**src/rtl/core/owfm_pkg.sv**
```systemverilog
`default_nettype none

package owfm_pkg;

	localparam int ID_W     = 16;
	localparam int YEAR_W   = 12;
	localparam int ENTRY_W  = ID_W + YEAR_W;
	localparam int STATUS_W = 2;
	localparam int FILL_W   = 4;

	// quotient bits resolved per divider cycle
	localparam int DIV_BITS  = 3;
	localparam int DIV_STEPS = YEAR_W / DIV_BITS;
	localparam int DIV_CNT_W = (DIV_STEPS > 1) ? $clog2(DIV_STEPS) : 1;

	typedef enum logic {
		REQ_INSERT = 1'b0,
		REQ_REMOVE = 1'b1
	} req_t;

	typedef enum logic [STATUS_W-1:0] {
		STATUS_OK        = 2'd0,
		STATUS_OVERWRITE = 2'd1,
		STATUS_EMPTY     = 2'd2
	} status_t;

	typedef enum logic [1:0] {
		ST_IDLE,
		ST_UPDATE,
		ST_DIV
	} state_t;

endpackage

`default_nettype wire

```
**src/rtl/core/overwrite_fifo_with_mean_unit.sv**
```systemverilog
`default_nettype none

// circular record fifo that drops its oldest entry when full and reports the mean year
// input channel: a request (req_type, record_id, record_year) transfers on a rising
//   edge with start high and busy low; busy stays high until the result is issued
// result channel: status, out_id, out_year, mean_year and fill_count hold one result,
//   valid for exactly one cycle while done is high; the receiver cannot stall it
// timing: the entry at the head is read from the entry memory at the transfer edge,
//   the next cycle updates pointers, count, year sum and writes the memory, then the
//   mean is found by a divider that resolves 3 quotient bits per cycle
// done and mean_year are registered from the last divider step
// requests are not taken while busy is high; a new request may transfer in the cycle
//   that done is high
// the entry memory has one write port and one registered read port; reads and
//   writes fall in different cycles of a request, so no forwarding is needed
// reset: the fifo is empty, both pointers are zero and no result is pending; the
//   entry memory is not cleared, only entries written since are ever used
module overwrite_fifo_with_mean_unit #(
	parameter int CAPACITY = 8
) (
	input  wire logic                              clk,
	input  wire logic                              arst_n,
	input  wire logic                              start,
	output logic                                   busy,
	input  wire logic                              req_type,
	input  wire logic [owfm_pkg::ID_W-1:0]         record_id,
	input  wire logic [owfm_pkg::YEAR_W-1:0]       record_year,
	output logic                                   done,
	output logic [owfm_pkg::STATUS_W-1:0]          status,
	output logic [owfm_pkg::ID_W-1:0]              out_id,
	output logic [owfm_pkg::YEAR_W-1:0]            out_year,
	output logic [owfm_pkg::YEAR_W-1:0]            mean_year,
	output logic [owfm_pkg::FILL_W-1:0]            fill_count
);

	localparam int PTR_W = (CAPACITY > 1) ? $clog2(CAPACITY) : 1;
	localparam int CNT_W = $clog2(CAPACITY + 1);
	localparam int SUM_W = owfm_pkg::YEAR_W + CNT_W;
	localparam int YW    = owfm_pkg::YEAR_W;

	localparam logic [PTR_W-1:0] PTR_LAST = PTR_W'(CAPACITY - 1);
	localparam logic [CNT_W-1:0] CNT_FULL = CNT_W'(CAPACITY);
	localparam logic [owfm_pkg::DIV_CNT_W-1:0] DIV_LAST =
		owfm_pkg::DIV_CNT_W'(owfm_pkg::DIV_STEPS - 1);

	owfm_pkg::state_t state_q, state_d;

	// control
	logic mem_re, upd_en, div_en, div_last;
	logic accept;

	// fifo state
	logic [PTR_W-1:0] head_q, tail_q;
	logic [CNT_W-1:0] count_q;
	logic [SUM_W-1:0] sum_q;

	// request registers
	owfm_pkg::req_t               req_q;
	logic [owfm_pkg::ID_W-1:0]    id_q;
	logic [YW-1:0]                year_q;

	// entry memory
	logic [owfm_pkg::ENTRY_W-1:0] mem [CAPACITY];
	logic [owfm_pkg::ENTRY_W-1:0] rd_entry_q;
	logic                         mem_we;

	// update results
	logic [PTR_W-1:0]       head_d, tail_d;
	logic [CNT_W-1:0]       count_d;
	logic [SUM_W-1:0]       sum_d;
	owfm_pkg::status_t      status_d;
	logic [owfm_pkg::ID_W-1:0] rid_d;
	logic [YW-1:0]          ryear_d;

	// divider
	logic [CNT_W-1:0]               div_rem_q, div_rem_d;
	logic [YW-1:0]                  div_quo_q, div_quo_d;
	logic [CNT_W-1:0]               div_den_q;
	logic [owfm_pkg::DIV_CNT_W-1:0] div_cnt_q;

	// result registers
	logic                      done_q;
	owfm_pkg::status_t         status_q;
	logic [owfm_pkg::ID_W-1:0] out_id_q;
	logic [YW-1:0]             out_year_q;
	logic [YW-1:0]             mean_q;
	logic [CNT_W-1:0]          fill_q;

	function automatic logic [PTR_W-1:0] ptr_next(input logic [PTR_W-1:0] p);
		return (p == PTR_LAST) ? '0 : p + PTR_W'(1);
	endfunction

	assign accept = start && !busy;

	// next state
	always_comb begin
		state_d = state_q;
		case (state_q)
			owfm_pkg::ST_IDLE: begin
				if (start) begin
					state_d = owfm_pkg::ST_UPDATE;
				end
			end
			owfm_pkg::ST_UPDATE: begin
				state_d = owfm_pkg::ST_DIV;
			end
			owfm_pkg::ST_DIV: begin
				if (div_cnt_q == DIV_LAST) begin
					state_d = owfm_pkg::ST_IDLE;
				end
			end
			default: begin
				state_d = owfm_pkg::ST_IDLE;
			end
		endcase
	end

	// state outputs
	always_comb begin
		busy     = 1'b1;
		mem_re   = 1'b0;
		upd_en   = 1'b0;
		div_en   = 1'b0;
		div_last = 1'b0;
		case (state_q)
			owfm_pkg::ST_IDLE: begin
				busy   = 1'b0;
				mem_re = start;
			end
			owfm_pkg::ST_UPDATE: begin
				upd_en = 1'b1;
			end
			owfm_pkg::ST_DIV: begin
				div_en   = 1'b1;
				div_last = (div_cnt_q == DIV_LAST);
			end
			default: begin
				busy = 1'b1;
			end
		endcase
	end

	always_ff @(posedge clk or negedge arst_n) begin
		if (!arst_n) begin
			state_q <= owfm_pkg::ST_IDLE;
		end else begin
			state_q <= state_d;
		end
	end

	always_ff @(posedge clk) begin
		if (accept) begin
			req_q  <= owfm_pkg::req_t'(req_type);
			id_q   <= record_id;
			year_q <= record_year;
		end
	end

	// entry memory: head is read at the transfer edge, tail written in the update cycle
	always_ff @(posedge clk) begin
		if (mem_we) begin
			mem[tail_q] <= {id_q, year_q};
		end
		if (mem_re) begin
			rd_entry_q <= mem[head_q];
		end
	end

	always_comb begin
		head_d   = head_q;
		tail_d   = tail_q;
		count_d  = count_q;
		sum_d    = sum_q;
		status_d = owfm_pkg::STATUS_OK;
		rid_d    = '0;
		ryear_d  = '0;
		mem_we   = 1'b0;
		if (req_q == owfm_pkg::REQ_INSERT) begin
			mem_we = upd_en;
			tail_d = ptr_next(tail_q);
			if (count_q == CNT_FULL) begin
				// drop the oldest entry first
				sum_d    = sum_q - SUM_W'(rd_entry_q[YW-1:0]) + SUM_W'(year_q);
				head_d   = ptr_next(head_q);
				status_d = owfm_pkg::STATUS_OVERWRITE;
			end else begin
				sum_d   = sum_q + SUM_W'(year_q);
				count_d = count_q + CNT_W'(1);
			end
		end else if (count_q == '0) begin
			status_d = owfm_pkg::STATUS_EMPTY;
		end else begin
			rid_d   = rd_entry_q[owfm_pkg::ENTRY_W-1:YW];
			ryear_d = rd_entry_q[YW-1:0];
			sum_d   = sum_q - SUM_W'(rd_entry_q[YW-1:0]);
			head_d  = ptr_next(head_q);
			count_d = count_q - CNT_W'(1);
		end
	end

	always_ff @(posedge clk or negedge arst_n) begin
		if (!arst_n) begin
			head_q  <= '0;
			tail_q  <= '0;
			count_q <= '0;
			sum_q   <= '0;
		end else if (upd_en) begin
			head_q  <= head_d;
			tail_q  <= tail_d;
			count_q <= count_d;
			sum_q   <= sum_d;
		end
	end

	// long division of the sum by the count; the quotient fits the year width, so the
	// upper sum bits seed the remainder and the low bits shift through the quotient
	always_comb begin
		logic [CNT_W:0]  r;
		logic [YW-1:0]   q;
		r = {1'b0, div_rem_q};
		q = div_quo_q;
		for (int j = 0; j < owfm_pkg::DIV_BITS; j++) begin
			r = {r[CNT_W-1:0], q[YW-1]};
			q = {q[YW-2:0], 1'b0};
			if (r >= {1'b0, div_den_q}) begin
				r    = r - {1'b0, div_den_q};
				q[0] = 1'b1;
			end
		end
		div_rem_d = r[CNT_W-1:0];
		div_quo_d = q;
	end

	always_ff @(posedge clk or negedge arst_n) begin
		if (!arst_n) begin
			div_cnt_q <= '0;
		end else if (upd_en) begin
			div_cnt_q <= '0;
		end else if (div_en) begin
			div_cnt_q <= div_cnt_q + owfm_pkg::DIV_CNT_W'(1);
		end
	end

	always_ff @(posedge clk) begin
		if (upd_en) begin
			div_rem_q <= sum_d[SUM_W-1:YW];
			div_quo_q <= sum_d[YW-1:0];
			div_den_q <= count_d;
		end else if (div_en) begin
			div_rem_q <= div_rem_d;
			div_quo_q <= div_quo_d;
		end
	end

	always_ff @(posedge clk or negedge arst_n) begin
		if (!arst_n) begin
			done_q <= 1'b0;
		end else begin
			done_q <= div_last;
		end
	end

	always_ff @(posedge clk) begin
		if (upd_en) begin
			status_q   <= status_d;
			out_id_q   <= rid_d;
			out_year_q <= ryear_d;
			fill_q     <= count_d;
		end
		if (div_last) begin
			// empty fifo reports a mean of zero
			mean_q <= (div_den_q == '0) ? '0 : div_quo_d;
		end
	end

	assign done       = done_q;
	assign status     = status_q;
	assign out_id     = out_id_q;
	assign out_year   = out_year_q;
	assign mean_year  = mean_q;
	assign fill_count = owfm_pkg::FILL_W'(fill_q);

`ifndef ASSERT_OFF
	a_done_single: assert property (@(posedge clk) disable iff (!arst_n)
		done |=> !done)
		else $error("result strobe held longer than one cycle");

	a_accept_busy: assert property (@(posedge clk) disable iff (!arst_n)
		(start && !busy) |=> busy)
		else $error("busy not raised after a request transfer");

	a_count_bound: assert property (@(posedge clk) disable iff (!arst_n)
		count_q <= CNT_FULL)
		else $error("entry count exceeds capacity");

	a_empty_result: assert property (@(posedge clk) disable iff (!arst_n)
		(done && status == owfm_pkg::STATUS_EMPTY) |->
		(fill_count == '0 && out_id == '0 && mean_year == '0))
		else $error("remove on empty reported a non-empty result");
`endif

endmodule

`default_nettype wire
```
**config.mk**
```make
export PLATFORM = sky130hd
export DESIGN_NAME = overwrite_fifo_with_mean_unit
export DESIGN_NICKNAME = d
export VERILOG_FILES = /design/src/rtl/core/owfm_pkg.sv /design/src/rtl/core/overwrite_fifo_with_mean_unit.sv
export SDC_FILE = /design/constraint.sdc
export NUM_CORES = 1
export LEC_CHECK = 0
export BUFFER_PORTS_ARGS = -buffer_cell sky130_fd_sc_hd__buf_2
export CAP_MARGIN = 20
export CORE_MARGIN = 2
export CORE_UTILIZATION = 55
export DETAILED_ROUTE_END_ITERATION = 10
export GPL_TIMING_DRIVEN = 0
export HOLD_SLACK_MARGIN = 0.06
export PLACE_DENSITY = 0.79
export SLEW_MARGIN = 25
export SYNTH_ARGS = -nofsm -noshare
export SYNTH_HDL_FRONTEND = slang
export SYNTH_SLANG_ARGS = --single-unit
export TNS_END_PERCENT = 100
```
**constraint.sdc**
```tcl
create_clock -name clk -period 7.6 [get_ports clk]
set_input_delay 1.52 -clock clk [delete_from_list [all_inputs] [get_ports clk]]
set_output_delay 1.52 -clock clk [all_outputs]
set_load 0.02 [all_outputs]
```
==> impl_metrics.json <==
{
  "die_h_um": 175.4,
  "critPathMaxStageDelay_ps": 550,
  "finClkSkew_ps": 18.03,
  "grt_pass1_wl_um": 54770,
  "vias": 9339,
  "synth_compound_area_frac": 0.06112,
  "cts_root_buf": "clkbuf_16",
  "synth-xor-area-share": 0.01789,
  "antenna_found_initial": 1,
  "synthDistinctLibCells": 60,
  "internal-power_mw": 5.709,
  "cp.buffers_inverters": 3,
  "powerDensity_nw_per_um2": 488.1,
  "path_max_fanout": 10,
  "crit_path_start_kind": "flip-flop",
  "start_util": 0.5613,
  "antennaDiodeCount": 0,
  "status": "finished clean",
  "pre_cts_slack_ps": 1445,
  "rsz0062_at_grt": "false",
  "numCtsBuffers": 37,
  "synth_edf_count": 343,
  "synth_top_area_cell": "edfxtp_1",
  "grt_max_degree": 45,
  "rows": 62,
  "drv_slew": 0,
  "worstSetupEndpoint": "div_rem_q[1]",
  "crit_chain": "inv_1 -> ha_1 -> nor2b_1 -> o21a_1 -> o21ai_0 -> and2b_1 -> mux2_2 -> inv_1 -> ha_1 -> a21o_1 -> a21o_1 -> a221oi_4 -> dlygate4sd1_1 -> o21ai_0 -> ha_1 -> o21ai_0 -> nand2b_1 -> a21oi_1 -> nor2b_1 -> a2111oi_4 -> mux2_4 -> a211oi_1",
  "die_w_um": 175.4,
  "vias_per_cell": 5.987,
  "ir_worst_vdd_v": 0.0003804,
  "cts.path.max_buffers": 3,
  "fin_total_pwr_mw": 9.050,
  "fin_area_um2": 18540,
  "fin_crit_sh": 0.8271,
  "setup_slack_ps": 1314,
  "cts-hold-fix-buffers": 0,
  "synth_nets": 1087,
  "wl_um": 35810,
  "synth_top_area_frac": 0.6376,
  "dp_hpwl_um": 23330,
  "netlist_instances": 1003,
  "synth_top_family_by_area": "multiplexers",
  "cts_setup_buffers": 0,
  "worst_hold_slack_ps": 515.5,
  "ys.warnings.count": 0,
  "setup_viol": 0,
  "ys_top_cells_by_area": "edfxtp_1 (64%), mux4_2 (7.8%), dfrtp_1 (4.8%)",
  "finalCriticalPeriod_ps": 6286,
  "async_flop_share": 0.08289,
  "synth-adder-area-share": 0.04260,
  "seqPwrFrac": 0.346,
  "synth.most_common_cell": "edfxtp_1",
  "crit_arrival_ps": 6610,
  "grt_pass1_vias": 9551,
  "place.gp.congestion": 0.8575,
  "drive_gt1_frac": 0.2330,
  "nets": 1232,
  "p_sw_frac": 0.3691,
  "insertion_delay_ps": 530,
  "drc_errors": 0,
  "overflow": 0,
  "wl_per_cell_um": 22.96,
  "r2r_cells": 22,
  "area_growth_pct": 14.79,
  "cts.sinks": 374,
  "path_clk_slew_ps": 70,
  "core_area_um2": 28780,
  "critPathKind": "reg -> reg",
  "cpLargestDelayFamily": "compound AO/OA/AOI/OAI gates",
  "ff2ff_setup_slack_ps": 1310,
  "slew_headroom": 0.3688,
  "crit_path_end_kind": "flip-flop",
  "p_comb_frac": 0.459,
  "p_sw_mw": 3.340,
  "synth_ff_type": "edfxtp_1",
  "drv_cap": 0,
  "hold_path.class": "reg -> reg",
  "slowest_stage": "a2111oi_4",
  "crit_path_start": "fill_count[1]",
  "yosysSeqAreaShare": 0.6857,
  "io_buffers": 79,
  "dieArea_um2": 30760,
  "fmax_ghz": 0.1591,
  "grt_usage": 0.2387,
  "dr.first_iter.drc_count": 923,
  "required_ps": 7930,
  "place_area_um2": 17380,
  "yosys_register_bits": 374,
  "muxShareOfSynthArea": 0.1070,
  "hold_viol_final": 0,
  "critical_path_depth": 22,
  "worst_r2r_endpoint": "div_rem_q[1]",
  "power_leakage_nw": 6.684,
  "io_pins": 80,
  "netlist_area_um2": 16150,
  "yosys.area_share.simple": 0.06692,
  "synth_commonest_cells": "edfxtp_1 (343), nand2_1 (63), mux4_2 (56)",
  "r2r-start": "fill_count[1]",
  "syn_avg_cell_area_um2": 16.10,
  "ant_nets": 0,
  "dr.pass1.iters": 5,
  "cts_tree": "built",
  "pwr-share-clk": 0.195,
  "htree_levels": 2,
  "cts_resized": 0,
  "tightest_slew_ps": 946.8
}
-- kinds of logic after synthesis --
kind of cell | count (synthesis)
multiplexers | 97
adder cells (fa/ha/maj) | 52
AND/OR/NAND/NOR | 219
XOR/XNOR | 33
flip-flops | 374
AO/OA/AOI/OAI | 149
buffers and inverters | 79
-- per-stage QoR --
step	cells	util	setup TNS, ps
6_report	1560	0.6442	0
5_1_grt	1560	0.6442	0
4_1_cts	1560	0.6441	0
3_5_place_dp	1493	0.6039	0
3_3_place_gp	1466	0.5917	-55410
2_1_floorplan	1003	-	0
-- flip-flops by register name (all words and copies together), names as in the netlist, 2 cells and up --
signal and cells:
out_id 16, id_q 16, mem 224, mean_year 12
fill_count 4, sum_q 16, count_q 4, year_q 12
tail_q 3, div_cnt_q 2, out_year 12, state_q 2
div_quo_q 12, rd_entry_q 28, status 2, div_rem_q 4
head_q 3
-- layout by cell type, fill, tap and decap left out, types with 14 or more instances in the layout --
cell / count
mux4_2: 56
mux2_2: 37
nand2_1: 63
xnor2_1: 16
edfxtp_1: 343
o21ai_0: 46
dfrtp_1: 31
nor2b_1: 19
ha_1: 46
clkbuf_1: 47
a21oi_1: 32
buf_2: 87
xor2_1: 17
buf_4: 14
clkbuf_16: 37
inv_1: 35
nor2_1: 44
and3_1: 31
-- routing by layer --
layer | global-route usage | wire [um] | vias up
li1 | - | - | 4178
met1 | 0.3031 | 13810 | 4660
met2 | 0.4135 | 18260 | 396
met3 | 0.03961 | 2408 | 105
met4 | 0.09306 | 1336 | 0
met5 | 0 | 0 | -
-- worst min-delay path, cell delays in order, from the launching register on --
cell     delay (ps)
dfrtp_1         360
nand2_1          50
o21ai_0          60
-- how the worst min path moves through the flow --
stage / endpoint / cells past startpoint / startpoint
after CTS: state_q[1] / 2 / state_q[1]
after detailed placement: state_q[1] / 2 / state_q[1]
final: state_q[1] / 2 / state_q[1]
after floorplan: state_q[1] / 2 / state_q[1]
after global placement: state_q[1] / 2 / state_q[1]
after global routing: state_q[1] / 2 / state_q[1]
-- cell type report --
| class | count | area, um^2 |
|---|---|---|
| well taps | 384 | 480.5 |
| flip-flops and latches | 374 | 11080 |
| inverters | 36 | 135.1 |
| repair buffers | 106 | 680.7 |
| clock inverters | 14 | 152.6 |
| multi-input cells | 550 | 4837 |
| plain buffers | 43 | 173.9 |
| clock buffers | 53 | 1006 |
| fillers | 1968 | 10240 |
-- power by group through the flow --
stage | Clock, mW | Sequential (mW) | Combinational, mW
after global routing | 1.87 | 3.17 | 4.54
after global placement | 0 | 3.16 | 3.93
final | 1.77 | 3.13 | 4.15
after floorplan | 0 | 3.19 | 3.01
after CTS | 1.79 | 3.13 | 4.16
after detailed placement | 0 | 3.16 | 4.10
No activity file was read; power rests on OpenSTA's default activity.
